### config.mk
export PLATFORM = sky130hd
export DESIGN_NAME = modular_inverse_euclid_unit
export DESIGN_NICKNAME = d
export VERILOG_FILES = /design/src/sv/meu_pkg.sv /design/src/sv/modular_inverse_euclid_unit.sv /design/src/sv/meu_ctrl.sv /design/src/sv/meu_datapath.sv
export SDC_FILE = /design/constraint.sdc
export NUM_CORES = 1
export LEC_CHECK = 0
export ABC_AREA = 1
export BUFFER_PORTS_ARGS = -buffer_cell sky130_fd_sc_hd__buf_2
export CORE_MARGIN = 2
export CORE_UTILIZATION = 58
export DETAILED_ROUTE_END_ITERATION = 7
export GPL_ROUTABILITY_DRIVEN = 0
export PLACE_DENSITY_LB_ADDON = 0.12
export SLEW_MARGIN = 25
export SYNTH_ARGS = -nofsm -noshare
export SYNTH_HDL_FRONTEND = slang
export SYNTH_SLANG_ARGS = --single-unit
export TNS_END_PERCENT = 20
### constraint.sdc
create_clock -name aclk -period 6.8 [get_ports aclk]
set_clock_uncertainty 0.15 [all_clocks]
set_input_delay 0 -clock aclk [delete_from_list [all_inputs] [get_ports aclk]]
set_output_delay 0 -clock aclk [all_outputs]
set_load 0.03 [all_outputs]
### src/sv/meu_pkg.sv
// ----------------------------------------------------------------------------
// meu_pkg: shared types and constants of the modular inverse unit
// Holds the default operand width, the modulus reset value and the command
// and status types that pass between controller and datapath.
// ----------------------------------------------------------------------------
package meu_pkg;

    localparam int VALUE_BITS_DEFAULT = 31;
    localparam logic [63:0] MODULUS_RESET = 64'd1000000007;

    // datapath commands issued by the controller
    typedef enum logic [2:0] {
        OP_NONE,
        OP_LOAD,    // capture the item, start reducing it modulo the modulus
        OP_STEP,    // one quotient bit: restoring divide and modular multiply
        OP_SETUP,   // take the reduced value as r1, set t0 to zero and t1 to one
        OP_START,   // start dividing r0 by r1
        OP_UPDATE,  // shift the remainder and coefficient pairs
        OP_RESULT   // capture the result item
    } dp_op_t;

    typedef struct packed {
        logic mod_ok;   // modulus is at least two
        logic r1_gt1;   // current remainder above one
    } dp_status_t;

endpackage

### src/sv/modular_inverse_euclid_unit.sv
// ----------------------------------------------------------------------------
// modular_inverse_euclid_unit: modular inverse by extended Euclid
// Returns value^-1 mod modulus with a no-inverse flag, one item at a time.
// ----------------------------------------------------------------------------
// Each accepted item is first reduced modulo the configured modulus, then
// extended Euclid runs on (modulus, residue) with the Bezout coefficient
// kept reduced modulo the modulus. An item passes through the reduction,
// then one full division and one update per Euclid iteration, then the
// hand-off of the result; the iteration count depends on the data (at most
// about 1.44 * N, where N is VALUE_BITS). Its run time is set by the single
// bit-serial restoring divider, which yields one quotient bit per cycle and
// feeds each bit straight into a bit-serial modular multiplier, so the
// quotient and the coefficient product finish together. The result sits in
// an output register: the next item is accepted as soon as the sequencer is
// back in idle, even while the previous result still waits to be taken.
// A zero residue, or one sharing a factor with the modulus, gives inverse 0
// with has_inverse low; a modulus below two does the same without running.
// The modulus resets to 1000000007 and may be rewritten only while idle.
// ----------------------------------------------------------------------------
module modular_inverse_euclid_unit #(
    parameter int VALUE_BITS = meu_pkg::VALUE_BITS_DEFAULT
) (
    input  logic                  aclk,
    input  logic                  aresetn,
    // configuration: modulus register
    input  logic                  cfg_we,
    input  logic [VALUE_BITS-1:0] cfg_wdata,
    // input item
    input  logic                  s_valid,
    output logic                  s_ready,
    input  logic [VALUE_BITS-1:0] s_value,
    // result item
    output logic                  m_valid,
    input  logic                  m_ready,
    output logic [VALUE_BITS-1:0] m_inverse,
    output logic                  m_has_inverse
);
    import meu_pkg::*;

    dp_op_t     op;
    dp_status_t status;

    // sequencer: handshakes, step counting, iteration control
    meu_ctrl #(
        .VALUE_BITS (VALUE_BITS)
    ) u_ctrl (
        .aclk    (aclk),
        .aresetn (aresetn),
        .s_valid (s_valid),
        .s_ready (s_ready),
        .m_valid (m_valid),
        .m_ready (m_ready),
        .status  (status),
        .op      (op)
    );

    // datapath: modulus, remainders, coefficients, divider and multiplier
    meu_datapath #(
        .VALUE_BITS (VALUE_BITS)
    ) u_datapath (
        .aclk          (aclk),
        .aresetn       (aresetn),
        .cfg_we        (cfg_we),
        .cfg_wdata     (cfg_wdata),
        .s_value       (s_value),
        .op            (op),
        .status        (status),
        .m_inverse     (m_inverse),
        .m_has_inverse (m_has_inverse)
    );

endmodule

### src/sv/meu_ctrl.sv
// ----------------------------------------------------------------------------
// meu_ctrl: sequencer of the modular inverse unit
// Walks the reduction, the Euclid iterations and the result hand-off, and
// owns the handshake state of both channels.
// ----------------------------------------------------------------------------
module meu_ctrl #(
    parameter int VALUE_BITS = meu_pkg::VALUE_BITS_DEFAULT
) (
    input  logic                aclk,
    input  logic                aresetn,
    input  logic                s_valid,
    output logic                s_ready,
    output logic                m_valid,
    input  logic                m_ready,
    input  meu_pkg::dp_status_t status,
    output meu_pkg::dp_op_t     op
);
    import meu_pkg::*;

    localparam int CW = $clog2(VALUE_BITS);

    typedef enum logic [2:0] {
        ST_IDLE,
        ST_REDUCE,
        ST_SETUP,
        ST_CHECK,
        ST_DIV,
        ST_UPDATE,
        ST_DONE
    } state_t;

    state_t          state_reg, state_next;
    logic [CW-1:0]   cnt_reg, cnt_next;
    logic            m_valid_reg, m_valid_next;
    logic            out_free;

    assign s_ready  = (state_reg == ST_IDLE);
    assign m_valid  = m_valid_reg;
    assign out_free = !m_valid_reg || m_ready;

    always_comb begin
        state_next   = state_reg;
        cnt_next     = cnt_reg;
        m_valid_next = m_valid_reg && !m_ready;
        op           = OP_NONE;
        unique case (state_reg)
            ST_IDLE: begin
                if (s_valid) begin
                    op       = OP_LOAD;
                    cnt_next = CW'(VALUE_BITS - 1);
                    state_next = status.mod_ok ? ST_REDUCE : ST_DONE;
                end
            end
            ST_REDUCE: begin
                op       = OP_STEP;
                cnt_next = cnt_reg - 1'b1;
                if (cnt_reg == '0) begin
                    state_next = ST_SETUP;
                end
            end
            ST_SETUP: begin
                op         = OP_SETUP;
                state_next = ST_CHECK;
            end
            ST_CHECK: begin
                if (status.r1_gt1) begin
                    op         = OP_START;
                    cnt_next   = CW'(VALUE_BITS - 1);
                    state_next = ST_DIV;
                end else begin
                    state_next = ST_DONE;
                end
            end
            ST_DIV: begin
                op       = OP_STEP;
                cnt_next = cnt_reg - 1'b1;
                if (cnt_reg == '0) begin
                    state_next = ST_UPDATE;
                end
            end
            ST_UPDATE: begin
                op         = OP_UPDATE;
                state_next = ST_CHECK;
            end
            ST_DONE: begin
                // hold the result until the output register is free
                if (out_free) begin
                    op           = OP_RESULT;
                    m_valid_next = 1'b1;
                    state_next   = ST_IDLE;
                end
            end
            default: begin
                state_next = ST_IDLE;
            end
        endcase
    end

    always_ff @(posedge aclk) begin
        if (!aresetn) begin
            state_reg   <= ST_IDLE;
            cnt_reg     <= '0;
            m_valid_reg <= 1'b0;
        end else begin
            state_reg   <= state_next;
            cnt_reg     <= cnt_next;
            m_valid_reg <= m_valid_next;
        end
    end

endmodule

### src/sv/meu_datapath.sv
// ----------------------------------------------------------------------------
// meu_datapath: arithmetic of the modular inverse unit
// Holds the modulus, the remainder and coefficient pairs, a bit-serial
// restoring divider and a bit-serial modular multiplier fed by the
// quotient bits as they appear, plus the result register.
// ----------------------------------------------------------------------------
module meu_datapath #(
    parameter int VALUE_BITS = meu_pkg::VALUE_BITS_DEFAULT
) (
    input  logic                   aclk,
    input  logic                   aresetn,
    input  logic                   cfg_we,
    input  logic [VALUE_BITS-1:0]  cfg_wdata,
    input  logic [VALUE_BITS-1:0]  s_value,
    input  meu_pkg::dp_op_t        op,
    output meu_pkg::dp_status_t    status,
    output logic [VALUE_BITS-1:0]  m_inverse,
    output logic                   m_has_inverse
);
    import meu_pkg::*;

    localparam int N = VALUE_BITS;
    localparam logic [N-1:0] MOD_RST = N'(MODULUS_RESET);
    localparam logic [N-1:0] ONE     = N'(1);
    localparam logic [N-1:0] TWO     = N'(2);

    logic [N-1:0] mod_reg;
    logic [N-1:0] r0_reg, r1_reg, t0_reg, t1_reg;
    logic [N-1:0] dvd_reg, dvs_reg, rem_reg, acc_reg;
    logic [N-1:0] inv_reg;
    logic         has_reg;

    logic [N:0]   rem_sh, rem_sub;
    logic         qbit;
    logic [N-1:0] rem_next;
    logic [N:0]   dbl, dbl_sub, sum, sum_sub;
    logic [N-1:0] dbl_red, acc_next;
    logic [N-1:0] t2;

    // restoring divide: bring down one dividend bit, subtract if it fits
    always_comb begin
        rem_sh   = {rem_reg, dvd_reg[N-1]};
        rem_sub  = rem_sh - {1'b0, dvs_reg};
        qbit     = (rem_sh >= {1'b0, dvs_reg});
        rem_next = qbit ? rem_sub[N-1:0] : rem_sh[N-1:0];
    end

    // Horner step of q * t1 mod m: double, then add t1 for a set quotient bit
    always_comb begin
        dbl      = {acc_reg, 1'b0};
        dbl_sub  = dbl - {1'b0, mod_reg};
        dbl_red  = (dbl >= {1'b0, mod_reg}) ? dbl_sub[N-1:0] : dbl[N-1:0];
        sum      = {1'b0, dbl_red} + (qbit ? {1'b0, t1_reg} : '0);
        sum_sub  = sum - {1'b0, mod_reg};
        acc_next = (sum >= {1'b0, mod_reg}) ? sum_sub[N-1:0] : sum[N-1:0];
    end

    // t0 - q*t1 mod m
    assign t2 = (t0_reg >= acc_reg) ? (t0_reg - acc_reg)
                                    : (t0_reg + (mod_reg - acc_reg));

    assign status.mod_ok = (mod_reg >= TWO);
    assign status.r1_gt1 = (r1_reg > ONE);

    assign m_inverse     = inv_reg;
    assign m_has_inverse = has_reg;

    always_ff @(posedge aclk) begin
        if (!aresetn) begin
            mod_reg <= MOD_RST;
        end else if (cfg_we) begin
            mod_reg <= cfg_wdata;
        end
    end

    always_ff @(posedge aclk) begin
        unique case (op)
            OP_LOAD: begin
                r0_reg  <= mod_reg;
                dvd_reg <= s_value;
                dvs_reg <= mod_reg;
                rem_reg <= '0;
                acc_reg <= '0;
            end
            OP_STEP: begin
                dvd_reg <= {dvd_reg[N-2:0], 1'b0};
                rem_reg <= rem_next;
                acc_reg <= acc_next;
            end
            OP_SETUP: begin
                r1_reg <= rem_reg;
                t0_reg <= '0;
                t1_reg <= ONE;
            end
            OP_START: begin
                dvd_reg <= r0_reg;
                dvs_reg <= r1_reg;
                rem_reg <= '0;
                acc_reg <= '0;
            end
            OP_UPDATE: begin
                r0_reg <= r1_reg;
                r1_reg <= rem_reg;
                t0_reg <= t1_reg;
                t1_reg <= t2;
            end
            OP_RESULT: begin
                // a remainder of one leaves the inverse in t1; else none exists
                has_reg <= status.mod_ok && (r1_reg == ONE);
                inv_reg <= (status.mod_ok && (r1_reg == ONE)) ? t1_reg : '0;
            end
            OP_NONE: begin
            end
            default: begin
            end
        endcase
    end

endmodule

==> results.txt <==
The run finished with clean final reports. The number of standard cells after synthesis is ~3900. Counting the buffers created by CTS gives 36. The tool flagged a number of max-cap violations equal to 0. The count of unresolved DRC violations after routing came out at 0. The clock latency at the later pin of the worst-skew pair came out at ~0.6 ns.

TritonCTS built the clock tree. The maximum cell stage delay along the critical path is 0.53 ns. The tightest min-delay check is of the primary input to flop type. The count of flip-flops with a built-in enable after synthesis came out at between 200 and 300.

The flip-flop and latch count after synthesis is 320. For this run, the leading register cell type out of synthesis is edfxtp_1. The number of input and output port buffers inserted is 100. The critical path is of the flop to flop type. The number of nets in the synthesized netlist is 4184. The number of antenna violations at the first check in global routing came out at 5. The met2 wire length is around 42000 um. The final worst-path setup slack came out at ~0.34 ns. Entering global routing, the biggest net connects 95 pins. The clock period minus final worst setup slack is about 6.5 ns. The number of endpoints with negative hold slack in the final report was 0. The first-pass iteration count of the detailed router is 7. The final setup violation count came out at 0. The cell area that synthesis handed to floorplanning was 27100 sq um. The post-synthesis cell type count is 47. The routed design has just under 100000 um of wire.

Setup repair after global routing left no endpoint under its margin. Using the TritonRoute via totals, the vias-per-cell ratio works out to just under 6. The fraction of the yosys area taken by sequential cells is 0.340. The overall die width is roughly 220 um. The height of the die is roughly 220 um. The highest layer touched by signal routing is met5.

The routed length on met3 came out at ~10000 um. The global-route wire length before repair is approximately 140000 um. The maximum count of clock buffers along a single path is 3. The number of max-slew violations in the final report came out at 0.

Counting instances, the worst hold path has a depth of 4. The detailed router put a total of around 36000 um of wire on met1. CTS placed an instance of clkbuf_16 at the clock tree root.

The violation count after the first detailed-routing iteration is 3295. The worst path arrival time came out at ~6.6 ns. The leftover overflow at the end of global routing is 0.

From synthesis to final layout, the design area changed by 12.5%. The number of standard-cell rows in the floorplan came out at between 70 and 80. STA classifies the critical path endpoint as a flop.

The number of sinks driven by the clock tree is between 300 and 400. Among the stages of the critical path, the cell type that occurs most often is nand2_1. The share of post-route cells with drive strength above 1 came out at 0.0628. The slowest stage of the critical path belongs to the cell edfxtp_1. In this run the remaining antenna-violating nets after routing total 0. The average footprint of a synthesized cell is 6.96 sq um. The total global routing track utilization is 0.398. The share of synthesized flip-flops with an asynchronous set or reset is 0.

The initial utilization of the core area, before any placement, comes to 0.584. The biggest fanout along the worst timing path is 42. Based on the critical path, the design can be clocked at up to 0.155 GHz. The level count of the clock H-tree came out at 2. The worst slew margin relative to its limit came out at 0.272. The final layout net count is around 4400. The total instance count after detailed placement is between 4000 and 5000. The floorplan step defined a die boundary enclosing between 40000 and 50000 sq um. Measured in cells, the most critical reg-to-reg path has a length of 31. The worst-case setup slack after placement is approximately 0.52 ns. The via count of the first global-routing pass came out at between 20000 and 30000. The routed layout has about 27000 vias. The area of the core region is 46400 sq um. The worst setup path is launched from a flop. For the pin with the worst max-slew slack, the measured transition is between 1 and 1.5 ns. The post-CTS clock slew at the launch and capture registers of the worst setup and hold paths came out at around 0.06 ns.

After legalization and detailed placement, the total HPWL measured 74100 um. The total negative slack for setup checks is 0 ns. The number of warnings issued by yosys is 0.

The number of standard cells in the layout, taps in and fillers out came out at 4734. The number of placed I/O pins came out at 101. After detailed routing, the average wire length per cell comes to approximately 20 um. The required time at the endpoint of the critical path is 6.97 ns.

The final worst-path cycle share came out at 0.950.
-- final timing paths --
kind | from | endpoint | slack (ns)
setup / recovery | u_datapath.acc_reg[6] | u_datapath.acc_reg[21] | 0.34
hold / removal | s_value[17] | u_datapath.dvd_reg[17] | 0.15
setup reg to reg | u_datapath.acc_reg[6] | u_datapath.acc_reg[21] | 0.34
hold reg to reg | u_datapath.rem_reg[4] | u_datapath.r1_reg[4] | 0.33
-- layout by cell type (no fill, tap or decap), types with 8 or more instances in the layout --
cell type,n
inv_1,627
nand2_2,8
o21ai_1,20
inv_2,8
ha_1,188
xor2_1,70
nand2_1,1096
buf_4,51
edfxtp_1,280
buf_2,100
nor2_1,459
a21oi_1,286
nor3_1,38
clkbuf_16,36
o21ai_0,221
a21o_1,14
xnor2_1,34
fa_1,35
o21bai_1,20
dfxtp_1,40
nand3b_1,10
nand3_1,242
nand4_1,46
dlygate4sd3_1,90
-- kinds of logic after synthesis --
kind of cell,synth area share
DFF,0.340
xor gates and xnor gates,0.0336
AOI/OAI and AO/OA,0.115
and+or+nand+nor,0.294
buffers and inverters,0.104
adders and majority gates,0.113
-- layer usage --
metal  GRT usage  vias up
met2       0.621     1508
li1            -    13000
met3       0.108      434
met1       0.470    12400
met4       0.293        6
met5           0        -
-- metrics by stage --
stage / area (sq um) / util / hold WS, ns
6_report: 30500 / 0.657 / 0.150
5_1_grt: 30500 / 0.657 / 0.163
4_1_cts: 30400 / 0.656 / 0.129
3_5_place_dp: 28400 / 0.612 / 0.0706
3_3_place_gp: 28400 / 0.612 / 0.0757
2_1_floorplan: 27100 / - / -0.0277
-- cell usage after synthesis (10+ instances only) --
cell,instances,area share
fa_1,35,0.026
clkbuf_1,35,0.0049
inv_1,628,0.087
ha_1,188,0.087
edfxtp_1,280,0.31
nand3b_1,10,0.0028
buf_6,10,0.0042
a21o_1,14,0.0039
o21ai_0,221,0.041
xor2_1,70,0.023
nor2_1,463,0.064
nor3_1,38,0.0070
nand3_1,242,0.045
o21bai_1,20,0.0055
nand4_1,46,0.011
xnor2_1,34,0.011
nand2_1,1097,0.15
dfxtp_1,40,0.030
buf_2,18,0.0033
a21oi_1,287,0.053
o21ai_1,20,0.0037
buf_4,11,0.0030
-- worst max-delay path, delay by kind of cell (launching register included) --
| family | cells | cell delay [ns] |
|---|---|---|
| XOR/XNOR | 1 | 0.30 |
| buffers and inverters | 4 | 0.67 |
| adder cells (fa/ha/maj) | 4 | 1.51 |
| flip-flops | 1 | 0.53 |
| AO/OA/AOI/OAI | 5 | 0.98 |
| AND/OR/NAND/NOR | 17 | 2.03 |
-- what timing repair did --
action / CTS / global route
hold buffers: 90 / 0
endpoints found under the hold margin: 70 / 0
resized for setup: 0 / 3
endpoints found under the setup margin: 0 / 25
buffers inserted: 0 / 3
-- final cells by class --
cell class	instances	area, sq um
fill	4130	15900
sequential	320	9210
multi-input combinational	2860	15100
clock buffer	41	940
inverter	637	2400
clock inverter	22	214
timing repair buffer	243	1820
tap	607	759
antenna	4	10.0
Power is not shown: default switching activity piles up to over one toggle a cycle in this logic, so the estimate is an artifact.
